[src/rtl/dq_pkg.sv]
// Shared types, constants and widths for the positional deque store.
package dq_pkg;

  localparam int CAPACITY  = 16;
  localparam int WORD_BITS = 32;

  localparam int CNT_W = $clog2(CAPACITY + 1);
  localparam int IDX_W = $clog2(CAPACITY);
  localparam int POS_W = 5;
  localparam int CMP_W = ((CNT_W > POS_W) ? CNT_W : POS_W) + 1;

  typedef logic [WORD_BITS-1:0] word_t;
  typedef logic [IDX_W-1:0]     idx_t;
  typedef logic [CNT_W-1:0]     cnt_t;

  typedef enum logic [3:0] {
    OP_PUSH_BACK  = 4'd0,
    OP_PUSH_FRONT = 4'd1,
    OP_INSERT_AT  = 4'd2,
    OP_POP_BACK   = 4'd3,
    OP_POP_FRONT  = 4'd4,
    OP_REMOVE_AT  = 4'd5,
    OP_PEEK_FRONT = 4'd6,
    OP_PEEK_BACK  = 4'd7,
    OP_CLEAR      = 4'd8
  } op_t;

  typedef enum logic [1:0] {
    ST_OK     = 2'd0,
    ST_EMPTY  = 2'd1,
    ST_BADPOS = 2'd2,
    ST_FULL   = 2'd3
  } status_t;

  typedef enum logic [1:0] {
    SEL_HOLD  = 2'd0,
    SEL_NEW   = 2'd1,
    SEL_LOWER = 2'd2,
    SEL_UPPER = 2'd3
  } sel_t;

  typedef struct packed {
    logic ins;
    logic del;
    idx_t idx;
  } shift_cmd_t;

  typedef struct packed {
    logic    read_valid;
    status_t status;
    idx_t    rd_idx;
    cnt_t    count_nxt;
  } ctrl_res_t;

endpackage

[src/rtl/dq_if.sv]
// Request and response channel interfaces of the positional deque store.
interface dq_req_if;
  logic        valid;
  logic        ready;
  logic [3:0]  opcode;
  logic [4:0]  position;
  logic [31:0] data_word;

  modport source (output valid, output opcode, output position, output data_word, input ready);
  modport sink (input valid, input opcode, input position, input data_word, output ready);
endinterface

interface dq_rsp_if;
  logic        valid;
  logic        ready;
  logic [31:0] read_word;
  logic        read_valid;
  logic [1:0]  status;
  logic [4:0]  entry_count;

  modport source (output valid, output read_word, output read_valid, output status,
                  output entry_count, input ready);
  modport sink (input valid, input read_word, input read_valid, input status,
                input entry_count, output ready);
endinterface

[src/rtl/dq_cell.sv]
// One storage cell of the deque chain, loading from the request or a neighbor.
module dq_cell (
  input  logic          clk,
  input  dq_pkg::sel_t  sel,
  input  dq_pkg::word_t new_word,
  input  dq_pkg::word_t lower_word,
  input  dq_pkg::word_t upper_word,
  output dq_pkg::word_t word_r
);

  dq_pkg::word_t word_nxt;

  always_comb begin
    case (sel)
      dq_pkg::SEL_NEW:   word_nxt = new_word;
      dq_pkg::SEL_LOWER: word_nxt = lower_word;
      dq_pkg::SEL_UPPER: word_nxt = upper_word;
      default:           word_nxt = word_r;
    endcase
  end

  always_ff @(posedge clk) begin
    word_r <= word_nxt;
  end

endmodule

[src/rtl/dq_ctrl.sv]
// Request decode, status checks and fill count of the deque store.
module dq_ctrl (
  input  logic                  clk,
  input  logic                  rst_n,
  input  logic                  fire,
  input  logic [3:0]            opcode,
  input  logic [4:0]            position,
  output dq_pkg::shift_cmd_t    cmd,
  output dq_pkg::ctrl_res_t     res
);

  dq_pkg::cnt_t                   count_r;
  dq_pkg::cnt_t                   count_nxt;
  logic [dq_pkg::CMP_W-1:0]       cnt_ext;
  logic [dq_pkg::CMP_W-1:0]       pos_ext;
  logic                           full;
  logic                           empty;
  dq_pkg::shift_cmd_t             cmd_raw;

  assign cnt_ext = dq_pkg::CMP_W'(count_r);
  assign pos_ext = dq_pkg::CMP_W'(position);
  assign full    = cnt_ext >= dq_pkg::CMP_W'(dq_pkg::CAPACITY);
  assign empty   = count_r == '0;

  always_comb begin
    cmd_raw        = '0;
    res.read_valid = 1'b0;
    res.status     = dq_pkg::ST_OK;
    res.rd_idx     = '0;
    count_nxt      = count_r;
    case (opcode)
      dq_pkg::OP_PUSH_BACK, dq_pkg::OP_PUSH_FRONT: begin
        if (full) begin
          res.status = dq_pkg::ST_FULL;
        end else begin
          cmd_raw.ins = 1'b1;
          cmd_raw.idx = (opcode == dq_pkg::OP_PUSH_BACK) ? '0 : dq_pkg::IDX_W'(count_r);
          count_nxt   = count_r + dq_pkg::CNT_W'(1);
        end
      end
      dq_pkg::OP_INSERT_AT: begin
        if (pos_ext > cnt_ext + dq_pkg::CMP_W'(1)) begin
          res.status = dq_pkg::ST_BADPOS;
        end else if (full) begin
          res.status = dq_pkg::ST_FULL;
        end else begin
          cmd_raw.ins = 1'b1;
          cmd_raw.idx = (position == '0) ? '0 : dq_pkg::IDX_W'(pos_ext - dq_pkg::CMP_W'(1));
          count_nxt   = count_r + dq_pkg::CNT_W'(1);
        end
      end
      dq_pkg::OP_POP_BACK, dq_pkg::OP_POP_FRONT: begin
        if (empty) begin
          res.status = dq_pkg::ST_EMPTY;
        end else begin
          cmd_raw.del    = 1'b1;
          cmd_raw.idx    = (opcode == dq_pkg::OP_POP_BACK) ? '0 :
                           dq_pkg::IDX_W'(cnt_ext - dq_pkg::CMP_W'(1));
          res.rd_idx     = cmd_raw.idx;
          res.read_valid = 1'b1;
          count_nxt      = count_r - dq_pkg::CNT_W'(1);
        end
      end
      dq_pkg::OP_REMOVE_AT: begin
        if (empty) begin
          res.status = dq_pkg::ST_EMPTY;
        end else if (position == '0 || pos_ext > cnt_ext) begin
          res.status = dq_pkg::ST_BADPOS;
        end else begin
          cmd_raw.del    = 1'b1;
          cmd_raw.idx    = dq_pkg::IDX_W'(pos_ext - dq_pkg::CMP_W'(1));
          res.rd_idx     = cmd_raw.idx;
          res.read_valid = 1'b1;
          count_nxt      = count_r - dq_pkg::CNT_W'(1);
        end
      end
      dq_pkg::OP_PEEK_FRONT, dq_pkg::OP_PEEK_BACK: begin
        if (empty) begin
          res.status = dq_pkg::ST_EMPTY;
        end else begin
          res.read_valid = 1'b1;
          res.rd_idx     = (opcode == dq_pkg::OP_PEEK_BACK) ? '0 :
                           dq_pkg::IDX_W'(cnt_ext - dq_pkg::CMP_W'(1));
        end
      end
      dq_pkg::OP_CLEAR: begin
        count_nxt = '0;
      end
      default: begin
      end
    endcase
    res.count_nxt = count_nxt;
    cmd.ins = cmd_raw.ins & fire;
    cmd.del = cmd_raw.del & fire;
    cmd.idx = cmd_raw.idx;
  end

  always_ff @(posedge clk) begin
    if (!rst_n) begin
      count_r <= '0;
    end else if (fire) begin
      count_r <= count_nxt;
    end
  end

endmodule

[src/rtl/positional_deque_store_core.sv]
// Top level of the positional deque store: cell chain, control and response register.
//
//   channel  direction  contents
//   in_req   in         opcode, position, data_word
//   out_rsp  out        read_word, read_valid, status, entry_count
//
// A request updates the cell chain directly: each cell that moves loads from the
// request or a neighbor and the rest hold; one request per cycle is accepted
// while the response is not stalled. The response is registered; a new request
// is taken while the last response is being taken or when the response register
// is empty. A stalled response holds the request side, and nothing else waits.
// Reset clears the fill count and the response valid; cell contents are
// undefined until written. No request is taken while reset is held.
module positional_deque_store_core (
  input  logic      clk,
  input  logic      rst_n,
  dq_req_if.sink    in_req,
  dq_rsp_if.source  out_rsp
);

  logic               fire;
  logic               rsp_valid_r;
  logic [31:0]        read_word_r;
  logic               read_valid_r;
  logic [1:0]         status_r;
  logic [4:0]         entry_count_r;
  dq_pkg::shift_cmd_t cmd;
  dq_pkg::ctrl_res_t  res;
  dq_pkg::word_t      new_word;
  dq_pkg::word_t      cell_word [dq_pkg::CAPACITY];
  dq_pkg::word_t      rd_word;

  assign in_req.ready = rst_n && (!rsp_valid_r || out_rsp.ready);
  assign fire         = in_req.valid && in_req.ready;
  assign new_word     = dq_pkg::WORD_BITS'(in_req.data_word);

  dq_ctrl u_ctrl (
    .clk      (clk),
    .rst_n    (rst_n),
    .fire     (fire),
    .opcode   (in_req.opcode),
    .position (in_req.position),
    .cmd      (cmd),
    .res      (res)
  );

  for (genvar i = 0; i < dq_pkg::CAPACITY; i++) begin : g_cell
    localparam dq_pkg::idx_t CELL_IDX = dq_pkg::IDX_W'(i);
    dq_pkg::sel_t  sel;
    dq_pkg::word_t lower_word;
    dq_pkg::word_t upper_word;

    assign lower_word = (i == 0) ? cell_word[0] : cell_word[(i == 0) ? 0 : i - 1];
    assign upper_word = (i == dq_pkg::CAPACITY - 1) ? cell_word[i] :
                        cell_word[(i == dq_pkg::CAPACITY - 1) ? i : i + 1];

    always_comb begin
      sel = dq_pkg::SEL_HOLD;
      if (cmd.ins) begin
        if (CELL_IDX == cmd.idx) begin
          sel = dq_pkg::SEL_NEW;
        end else if (CELL_IDX > cmd.idx) begin
          sel = dq_pkg::SEL_LOWER;
        end
      end else if (cmd.del && CELL_IDX >= cmd.idx && i != dq_pkg::CAPACITY - 1) begin
        sel = dq_pkg::SEL_UPPER;
      end
    end

    dq_cell u_cell (
      .clk        (clk),
      .sel        (sel),
      .new_word   (new_word),
      .lower_word (lower_word),
      .upper_word (upper_word),
      .word_r     (cell_word[i])
    );
  end

  assign rd_word = cell_word[res.rd_idx];

  always_ff @(posedge clk) begin
    if (!rst_n) begin
      rsp_valid_r <= 1'b0;
    end else if (fire) begin
      rsp_valid_r <= 1'b1;
    end else if (out_rsp.ready) begin
      rsp_valid_r <= 1'b0;
    end
  end

  always_ff @(posedge clk) begin
    if (fire) begin
      read_word_r   <= res.read_valid ? 32'(rd_word) : '0;
      read_valid_r  <= res.read_valid;
      status_r      <= res.status;
      entry_count_r <= 5'(res.count_nxt);
    end
  end

  assign out_rsp.valid       = rsp_valid_r;
  assign out_rsp.read_word   = read_word_r;
  assign out_rsp.read_valid  = read_valid_r;
  assign out_rsp.status      = status_r;
  assign out_rsp.entry_count = entry_count_r;

  a_full_count : assert property (@(posedge clk) disable iff (!rst_n)
    (rsp_valid_r && status_r == dq_pkg::ST_FULL) |->
      entry_count_r == 5'(dq_pkg::CAPACITY))
    else $error("full status with entry count below capacity");

  a_empty_count : assert property (@(posedge clk) disable iff (!rst_n)
    (rsp_valid_r && status_r == dq_pkg::ST_EMPTY) |-> entry_count_r == '0)
    else $error("empty status with nonzero entry count");

  a_read_ok : assert property (@(posedge clk) disable iff (!rst_n)
    (rsp_valid_r && read_valid_r) |-> status_r == dq_pkg::ST_OK)
    else $error("read word returned with a failing status");

  a_clear : assert property (@(posedge clk) disable iff (!rst_n)
    (fire && in_req.opcode == dq_pkg::OP_CLEAR) |=>
      (entry_count_r == '0 && status_r == dq_pkg::ST_OK))
    else $error("clear did not empty the store");

endmodule
[src/flat_wrapper.sv]
// flat-port wrapper written by rule: the top's interface ports become plain ports
module positional_deque_store_core_flat 
  (clk, rst_n, in_req_valid, in_req_opcode, in_req_position, in_req_data_word, in_req_ready, out_rsp_valid, out_rsp_read_word, out_rsp_read_valid, out_rsp_status, out_rsp_entry_count, out_rsp_ready);
  dq_req_if in_req_i ();
  dq_rsp_if out_rsp_i ();
  input  logic clk;
  input  logic rst_n;
  input wire logic [$bits(in_req_i.valid)-1:0] in_req_valid;
  input wire logic [$bits(in_req_i.opcode)-1:0] in_req_opcode;
  input wire logic [$bits(in_req_i.position)-1:0] in_req_position;
  input wire logic [$bits(in_req_i.data_word)-1:0] in_req_data_word;
  output wire logic [$bits(in_req_i.ready)-1:0] in_req_ready;
  output wire logic [$bits(out_rsp_i.valid)-1:0] out_rsp_valid;
  output wire logic [$bits(out_rsp_i.read_word)-1:0] out_rsp_read_word;
  output wire logic [$bits(out_rsp_i.read_valid)-1:0] out_rsp_read_valid;
  output wire logic [$bits(out_rsp_i.status)-1:0] out_rsp_status;
  output wire logic [$bits(out_rsp_i.entry_count)-1:0] out_rsp_entry_count;
  input wire logic [$bits(out_rsp_i.ready)-1:0] out_rsp_ready;
  assign in_req_i.valid = in_req_valid;
  assign in_req_i.opcode = in_req_opcode;
  assign in_req_i.position = in_req_position;
  assign in_req_i.data_word = in_req_data_word;
  assign in_req_ready = in_req_i.ready;
  assign out_rsp_valid = out_rsp_i.valid;
  assign out_rsp_read_word = out_rsp_i.read_word;
  assign out_rsp_read_valid = out_rsp_i.read_valid;
  assign out_rsp_status = out_rsp_i.status;
  assign out_rsp_entry_count = out_rsp_i.entry_count;
  assign out_rsp_i.ready = out_rsp_ready;
  positional_deque_store_core u_core (.clk(clk), .rst_n(rst_n), .in_req(in_req_i), .out_rsp(out_rsp_i));
endmodule
[config.mk]
export PLATFORM = sky130hd
export DESIGN_NAME = positional_deque_store_core_flat
export DESIGN_NICKNAME = d
export VERILOG_FILES = /design/src/rtl/dq_pkg.sv /design/src/rtl/dq_if.sv /design/src/rtl/dq_cell.sv /design/src/rtl/dq_ctrl.sv /design/src/rtl/positional_deque_store_core.sv /design/src/flat_wrapper.sv
export SDC_FILE = /design/constraint.sdc
export NUM_CORES = 1
export LEC_CHECK = 0
export ABC_AREA = 1
export BUFFER_PORTS_ARGS = -buffer_cell sky130_fd_sc_hd__buf_2
export CAP_MARGIN = 15
export CORE_ASPECT_RATIO = 0.5
export CORE_UTILIZATION = 35
export DETAILED_ROUTE_END_ITERATION = 8
export GPL_TIMING_DRIVEN = 0
export PLACE_DENSITY = 0.56
export SLEW_MARGIN = 20
export SYNTH_ARGS = -nofsm -noshare
export SYNTH_HDL_FRONTEND = slang
export SYNTH_SLANG_ARGS = --single-unit
[constraint.sdc]
create_clock -name clk -period 6 [get_ports clk]
set_input_delay 0.6 -clock clk [delete_from_list [all_inputs] [get_ports clk]]
set_output_delay 0.6 -clock clk [all_outputs]
set_load 0.02 [all_outputs]
After elaboration in Yosys (flattened, before gate mapping)
Cells that the tools add are included.
{ "word_totals": {"regBits": 558, "output_inout_bits": 42, "wordCells": 299} }
{ "classes": {"addsub": 5, "magnitude_cmp": 35, "eq_ne": 69, "muxes": 120, "n_bitwise": 3, "n_reduce_logical": 45} }
{ "ops": {"columns": ["operator", "n"], "rows": [
  ["32-bit case mux with 3 select lines", 14],
  ["2-bit 2-to-1 mux", 67],
  ["32-bit binary-select mux with 4-bit select", 1],
  ["32-bit case mux with 2 select lines", 2],
  ["32-bit 2-to-1 mux", 2],
  ["2-bit == test, second input constant", 30],
  ["4-bit 2-to-1 mux", 11],
  ["3-bit nonzero test", 14],
  ["5-bit 2-to-1 mux", 8],
  ["2-bit by 1-bit == test with 1-bit output, second input constant", 16],
  ["4-bit == test, first input constant", 8],
  ["4-bit > comparator, first input constant", 8],
  ["4-bit >= comparator, first input constant", 7],
  ["5-bit case mux with 5 select lines", 1],
  ["1-bit logical AND", 17],
  ["3-bit by 4-bit == test with 1-bit output, first input constant", 4],
  ["4-bit by 3-bit == test with 1-bit output, second input constant", 4],
  ["3-bit by 4-bit >= comparator with 1-bit output, first input constant", 4],
  ["3-bit by 4-bit > comparator with 1-bit output, first input constant", 4],
  ["4-bit case mux with 4 select lines", 1],
  ["4-bit case mux with 3 select lines", 1],
  ["5-bit >= comparator, second input constant", 2],
  ["5-bit logical NOT", 2],
  ["2-bit by 4-bit == test with 1-bit output, first input constant", 2],
  ["other kinds (25)", 47]
]} }

Longest topological paths before layout
Gate-level depths: netlist of run 1.
{ "depth": {"depth_word": 11, "ltp_mapped": 21, "ltp_nobuf": 20} }

Cells and area by module
Synthesis of run 1 repeated with hierarchy kept, for this count alone.
{ "unflattened": {"hier_cells": 4740, "area_unflattened_um2": 36635.1} }
{ "modules_own_cells": {"columns": ["module", "instances", "cells_each", "area_each_um2", "seq_area_each_um2"], "rows": [
  ["dq_cell", 16, 180, 1712.9, 960.9],
  ["positional_deque_store_core", 1, 1632, 7932.6, 1221.2],
  ["dq_ctrl", 1, 228, 1296.2, 100.1]
]} }

Worst setup path after synthesis of run 1
Ideal clock, no wire load.
{ "synth_path": {"path_type": "input port to flip-flop", "from": "input rst_n", "to": "register u_core.g_cell[2].u_cell.word_r[0], enable pin", "t_arrival_ps": 5174, "required_ps": 5526, "path_slack_ps": 352, "path_stages": 6, "n_path_buf": 0, "path_cell_list": "inv_1 -> a21oi_1 -> nand2_1 -> inv_1 -> nand3_1 -> a221oi_1"} }
{ "synth_via": {"elab_chain_len": 8} }
{ "synth_lines": {"columns": ["item", "line_no", "text"], "rows": [
  ["start: declaration", "flat_wrapper.sv:7", "input logic rst_n;"],
  ["1-bit logical AND *", "positional_deque_store_core.sv:33", "assign in_req.ready = rst_n && (!rsp_valid_r || out_rsp.ready);"],
  ["named net in_req_ready", "flat_wrapper.sv:12", "output wire logic [$bits(in_req_i.ready)-1:0] in_req_ready;"],
  ["1-bit logical AND *", "positional_deque_store_core.sv:34", "assign fire = in_req.valid && in_req.ready;"],
  ["named net u_core.fire", "positional_deque_store_core.sv:21", "logic fire;"],
  ["1-bit bitwise AND", "dq_ctrl.sv:94", "cmd.del = cmd_raw.del & fire;"],
  ["1-bit logical AND", "positional_deque_store_core.sv:65", "end else if (cmd.del && CELL_IDX >= cmd.idx && i != dq_pkg::CAPACITY - 1) begin"],
  ["2-bit 2-to-1 mux", "positional_deque_store_core.sv:65", null],
  ["2-bit 2-to-1 mux *", "positional_deque_store_core.sv:59", "if (cmd.ins) begin"],
  ["2-bit == test or 2-bit by 1-bit == test with 1-bit output (tied branches)", "dq_cell.sv:14", "case (sel)"],
  ["3-bit nonzero test (no line) *", null, null],
  ["end signal: assignment", "dq_cell.sv:23", "word_r <= word_nxt;"],
  ["end: declaration", "dq_cell.sv:8", "output dq_pkg::word_t word_r"]
]} }
Mark *: on every way through the listed nets, which the timed path passes. The rest lies on a longest branch.
A chain may end at the register's enable or synchronous reset.

Worst setup path in the final report of run 1
{ "layout_path": {"from": "register u_core.u_ctrl.count_r[0]", "to": "register u_core.g_cell[10].u_cell.word_r[9], enable pin"} }
{ "layout_via": {"elab_chain_len": 11} }
{ "layout_lines": {"columns": ["item", "line_no", "text"], "rows": [
  ["start: declaration", "dq_ctrl.sv:12", "dq_pkg::cnt_t count_r;"],
  ["start signal: assignment", "dq_ctrl.sv:102", "count_r <= count_nxt;"],
  ["parallel branches: the longest is 8 deep, another holds 5-bit by 1-bit adder with 6-bit output", null, null],
  ["2-bit 2-to-1 mux *", "positional_deque_store_core.sv:59", null],
  ["2-bit == test or 2-bit by 1-bit == test with 1-bit output (tied branches)", "dq_cell.sv:14", null],
  ["3-bit nonzero test (no line) *", null, null],
  ["end signal: assignment", "dq_cell.sv:23", null],
  ["end: declaration", "dq_cell.sv:8", null]
]} }
Mark *: on every way between the ends.

==> summary.txt, run 1 <==
Top cell type's share of synthesized area - 0.4804
Die Y - 224.0 um
Number of primary I/O pins - 87
Grt ovf - 0
Routed WL - 153600 um
Top cells by area, synth - edfxtp_1, nand2_1, nand3_1
CTS tree - done
Main synth FF type - edfxtp_1
Post-route cell area - 0.03872 sq mm
Tot Pwr - 9.859 mW
Post-synth EDFFs - 552
Post-synthesis xor/xnor area fraction - 0.001523
Dpl hpwl - 123700 um
Min cycle time layout - 5.497 ns
Synthesis Warnings - 0
Worst setup path class - register to register
Pleak - 16.06 nW
Main combinational cell family by area after synthesis - simple AND/OR/NAND/NOR gates
GR Util All Layers - 0.2995
Worst path required time - 6.37 ns
TritonCTS Buffers - 57
Max Cap Viol - 0
Synth Area in Simple Gates - 0.3239
Hold Crit Class - input pin to register
First-pass iteration count of the detailed router - 6
Crit path max fanout - 41
Post-CTS Resized - 0
Synthesized-area fraction occupied by adder cells - 0.005076
RSZ-0062 raised after global routing - false
Net Switching - 2.864 mW
Seq cells post-synth - 558
Hold buffers post-CTS - 0
Synth area leader - edfxtp_1
Power share of the clock group - 0.398
CTS Sinks - 558
# nets final - 4612
DRC violations left - 0
Rows - 80
Die Width - 446.1 um
Final Cycle Share - 0.9161
Final Skew - 0.02609 ns
Post-synthesis sequential area ratio - 0.4838
VDD IR max - 0.2575 mV
CP endpoint kind - register
Placed insts - 5806
Largest net degree at the start of global routing - 42
Post-Place Cell Area - 0.03675 sq mm
Cell with the most instances after synthesis - nand2_1
Area Growth Syn to Fin - 12.22%
Fmax achieved - 181.9 MHz
Worst EP arrival - 5.87 ns
Switching share of power - 0.2905
Fin. max-slew vios - 0
Final setup margin - 0.5032 ns
Clock latency on the worst-skew pair - 0.68 ns
Slew margin rel. - 0.1717
Ratio of cells with drive above 1 in the final layout - 0.07833
Maximum clock insertion buffer count - 3
Synth Area in Compound Gates - 0.07973
Synth Instances - 4428
Core Region - 0.09649 sq mm
Initial antenna violation count - 6
Clock Pin Slew Worst Setup and Hold Paths - 0.06 ns
Routed len/inst - 25.99 um
Post-synth top cells - nand2_1, nand3_1, edfxtp_1
Final setup viols - 0
DR iter-0 viols - 5506
Worst slew pin tran - 1.229 ns
Min Hold Slack - 0.1615 ns
H-tree Lvls - 2
Placement Setup Slack - 0.5955 ns
Pwr/cell area - 254.6 mW/mm^2
Seq pwr share - 0.460
Comb pwr share - 0.142
Internal power - 6.995 mW
R2R cell count - 20
Fillers - 9838
Initial Util - 0.3576
Vias after detailed routing - 33640
Number of global-route vias before repair - 30260
Crit start category - register
Post-CTS Setup Inserts - 0
Vias/cell - 5.691
DRT antenna net count - 0
Mean Syn Cell Area - 7.793 sq um
Yosys cell types - 40
Final hold vios - 0
Synth Cell Area - 0.03451 sq mm
GP Congestion - 1.091
DIE AREA - 0.09993 sq mm
Post-synthesis mux area share - 0
PortBufs - 54
Worst hold stages - 3
Clock root buffer - clkbuf_16
Status - completed
First-pass GRT wire length - 215900 um
Finished Layout Cells - 5911
Syn nets - 4487
Async S/R FF share, synth - 0
[worst max-delay path, cell delays in order, from the launching register on]
cell     delay (ns)
dfxtp_1        0.49
inv_1          0.23
ha_1           0.35
inv_1          0.15
ha_1           0.27
nand2_1        0.07
nand2_1        0.05
nand2_1        0.05
nand3_1        0.06
nand2_1        0.21
nand2_1        0.08
nand2_1        0.15
nand2_1        0.16
nor2_2         0.49
buf_4          0.67
nand2_1        0.18
nand3_2        0.21
nand2_1        0.23
buf_2          0.27
a21oi_4        0.48
buf_16         0.24
[routing by layer]
| layer | track usage | vias to the layer above | part of all wire |
|---|---|---|---|
| li1 | - | 15320 | - |
| met1 | 0.4647 | 15990 | 0.46 |
| met2 | 0.4013 | 2141 | 0.38 |
| met3 | 0.08469 | 193 | 0.13 |
| met4 | 0.06673 | 4 | 0.020 |
| met5 | 0 | - | 0.00098 |
[power groups by stage]
stage,logic (mW),clock network [mW],registers [mW]
floorplan,0.800,0,4.60
global route,1.49,4.07,4.54
finish,1.40,3.92,4.53
detailed placement,1.34,0,4.61
CTS,1.34,3.93,4.53
global placement,1.29,0,4.62
[logic make-up (layout without fill, tap and decap cells)]
family | count (synthesis) | after routing
other | 0 | 3
AND/OR/NAND/NOR | 2504 | 2504
XOR/XNOR | 6 | 6
buffers and inverters | 924 | 1092
flip-flops | 558 | 558
AO/OA/AOI/OAI | 422 | 422
adder cells (fa/ha/maj) | 14 | 14
[cell usage in the layout (no fill, tap or decap), types with 58 or more instances in the layout]
cell	Yosys	layout
edfxtp_1	552	552
clkbuf_1	205	206
a21oi_1	69	67
inv_1	528	524
nor2_1	62	59
o21ai_0	88	88
clkbuf_16	0	58
nand3_1	772	772
nand2_1	1381	1376
buf_2	119	173
nand4_1	252	252
o211ai_1	163	163
[registers in the layout, indices dropped and copies added, names as in the netlist]
| name | flops |
|---|---|
| u_core.out_rsp.entry_count | 5 |
| u_core.out_rsp.valid | 1 |
| u_core.out_rsp.status | 2 |
| u_core.out_rsp.read_valid | 1 |
| u_core.out_rsp.read_word | 32 |
| u_core.g_cell.u_cell.word_r | 512 |
| u_core.u_ctrl.count_r | 5 |
[path summary, 6_finish.rpt]
check                                              start  slack, ns                            endpoint
worst max-delay path            u_core.u_ctrl.count_r[0]       0.50  u_core.g_cell[10].u_cell.word_r[9]
worst min-delay path                        in_req_valid       0.16                u_core.out_rsp.valid
worst max register to register  u_core.u_ctrl.count_r[0]       0.50  u_core.g_cell[10].u_cell.word_r[9]
worst min register to register      u_core.out_rsp.valid       0.51                u_core.out_rsp.valid
[cell type report]
type / count / area, sq um / share of cell area
sequential: 558 / 16700 / 0.4312
multi-input combinational: 2946 / 14230 / 0.3675
inverter: 544 / 2044 / 0.05280
buffer: 380 / 1617 / 0.04175
antenna: 3 / 7.507 / 0.0001939
clock buffer: 69 / 1533 / 0.03958
timing repair buffer: 66 / 525.5 / 0.01357
clock inverter: 33 / 426.7 / 0.01102
tap: 1312 / 1642 / 0.04239
[through the flow]
stage / TNS, ns / util
6_report: 0 / 0.4013
4_1_cts: 0 / 0.4012
5_1_grt: 0 / 0.4013
3_3_place_gp: -215.53 / 0.3774
3_5_place_dp: 0 / 0.3809
2_1_floorplan: 0 / -
No activity file was read; power rests on OpenSTA's default activity.
==> run 2: changes to the inputs <==
Settings changed: CELL_PAD_IN_SITES_DETAIL_PLACEMENT set to 0, CELL_PAD_IN_SITES_GLOBAL_PLACEMENT set to 1, PLACE_DENSITY 0.56 to 0.68.
==> summary.txt, run 2 (synthesis gave the netlist of run 1 again) <==
Status - completed
PortBufs - 54
Crit start category - register
Max Cap Viol - 0
First-pass GRT wire length - 216900 um
Ratio of cells with drive above 1 in the final layout - 0.07607
First-pass iteration count of the detailed router - 6
Final hold vios - 0
CTS Sinks - 558
Power share of the clock group - 0.388
Clock root buffer - clkbuf_16
Crit path max fanout - 41
Final setup viols - 0
Initial antenna violation count - 4
Post-CTS Setup Inserts - 0
# nets final - 4614
CTS tree - done
Comb pwr share - 0.145
Routed len/inst - 26.24 um
Largest register by flop count - u_core.g_cell.u_cell.word_r
Number of primary I/O pins - 87
Clock Pin Slew Worst Setup and Hold Paths - 0.06 ns
Min cycle time layout - 5.412 ns
Post-CTS Resized - 0
Dpl hpwl - 125700 um
VDD IR max - 0.2356 mV
Worst path required time - 6.39 ns
DR iter-0 viols - 4953
Pwr/cell area - 251.8 mW/mm^2
Hold buffers post-CTS - 0
Worst slew pin tran - 1.250 ns
GR Util All Layers - 0.3034
Maximum clock insertion buffer count - 3
Grt ovf - 0
Flip-flop count of the largest register after layout - 512
Final Skew - 0.04643 ns
Final setup margin - 0.5882 ns
Initial Util - 0.3576
Hold Crit Class - input pin to register
Core Region - 0.09649 sq mm
Clock latency on the worst-skew pair - 0.70 ns
Number of global-route vias before repair - 29710
Fmax achieved - 184.8 MHz
Fin. max-slew vios - 0
Net Switching - 2.899 mW
Final Util - 0.3999
RSZ-0062 raised after global routing - false
DIE AREA - 0.09993 sq mm
Largest net degree at the start of global routing - 42
TritonCTS Buffers - 58
Slew margin rel. - 0.1665
Vias/cell - 5.600
Fillers - 10160
CP endpoint kind - register
Most common cell after layout, fill and taps aside - nand2_1
Die Y - 224.0 um
Rows - 80
GP Congestion - 1.020
Internal power - 6.816 mW
Worst setup path class - register to register
Seq pwr share - 0.466
Worst EP arrival - 5.81 ns
Vias after detailed routing - 33130
Die Width - 446.1 um
DRC violations left - 0
Routed WL - 155200 um
Switching share of power - 0.2984
Commonest non-fill, non-tap cells in the layout - nand2_1, nand3_1, edfxtp_1
H-tree Lvls - 2
Pleak - 15.98 nW
Placement Setup Slack - 0.6901 ns
Area Growth Syn to Fin - 11.82%
Final Cycle Share - 0.9020
DRT antenna net count - 0
## run 2: power groups by stage
stage          combinational, mW  clock (mW)  sequential [mW]
2_1_floorplan              0.800           0             4.60
4_1_cts                     1.36        3.77             4.53
5_1_grt                     1.50        3.91             4.54
3_5_place_dp                1.35           0             4.61
6_report                    1.41        3.77             4.53
3_3_place_gp                1.31           0             4.62
## run 2: through the flow
| step | total power, mW | setup TNS, ns | hold slack [ns] | instance area (sq um) | instances |
|---|---|---|---|---|---|
| 5_1_grt | 9.949 | 0 | 0.2156 | 38580 | 5914 |
| 3_3_place_gp | 5.922 | -227.86 | 0.4869 | 36420 | 5794 |
| 6_report | 9.715 | 0 | 0.1772 | 38590 | 5915 |
| 4_1_cts | 9.655 | 0 | 0.1582 | 38580 | 5913 |
| 2_1_floorplan | 5.397 | 0 | 0.5145 | 34510 | 4428 |
| 3_5_place_dp | 5.962 | 0 | 0.5048 | 36760 | 5807 |
## run 2: cell type report
cell class              count  area (sq um)  share of cell area
inverters                 544          2044             0.05298
well taps                1312          1642             0.04254
multi-input cells        2946         14230              0.3688
repair buffers             67         533.0             0.01381
clock buffers              74          1511             0.03917
clock inverters            32         307.8            0.007977
flip-flops and latches    558         16700              0.4327
diodes                      2         5.005           0.0001297
plain buffers             380          1615             0.04186
## run 2: final timing paths
check | start | end | slack [ns] | cells past startpoint
setup reg to reg | u_core.u_ctrl.count_r[0] | u_core.g_cell[10].u_cell.word_r[1] | 0.59 | 20
hold reg to reg | u_core.out_rsp.valid | u_core.out_rsp.valid | 0.51 | 2
setup / recovery | u_core.u_ctrl.count_r[0] | u_core.g_cell[10].u_cell.word_r[1] | 0.59 | 20
hold / removal | in_req_valid | u_core.out_rsp.valid | 0.18 | 3
## run 2: routing by layer
layer | global-route usage | part of all wire
met5 | 0 | 0
met4 | 0.04733 | 0.014
met3 | 0.09076 | 0.13
met2 | 0.4031 | 0.38
met1 | 0.4778 | 0.47
## run 2: critical path, cell delays in order, from the launching register on
cell,delay [ns]
dfxtp_1,0.53
inv_1,0.23
ha_1,0.36
inv_1,0.13
ha_1,0.26
nand2_1,0.07
nand2_1,0.06
nand2_1,0.05
nand3_1,0.06
nand2_1,0.20
nand2_1,0.08
nand2_1,0.15
nand2_1,0.16
nor2_2,0.47
buf_4,0.66
nand2_1,0.19
nand3_2,0.21
nand2_1,0.24
buf_2,0.27
a21oi_4,0.43
buf_16,0.23
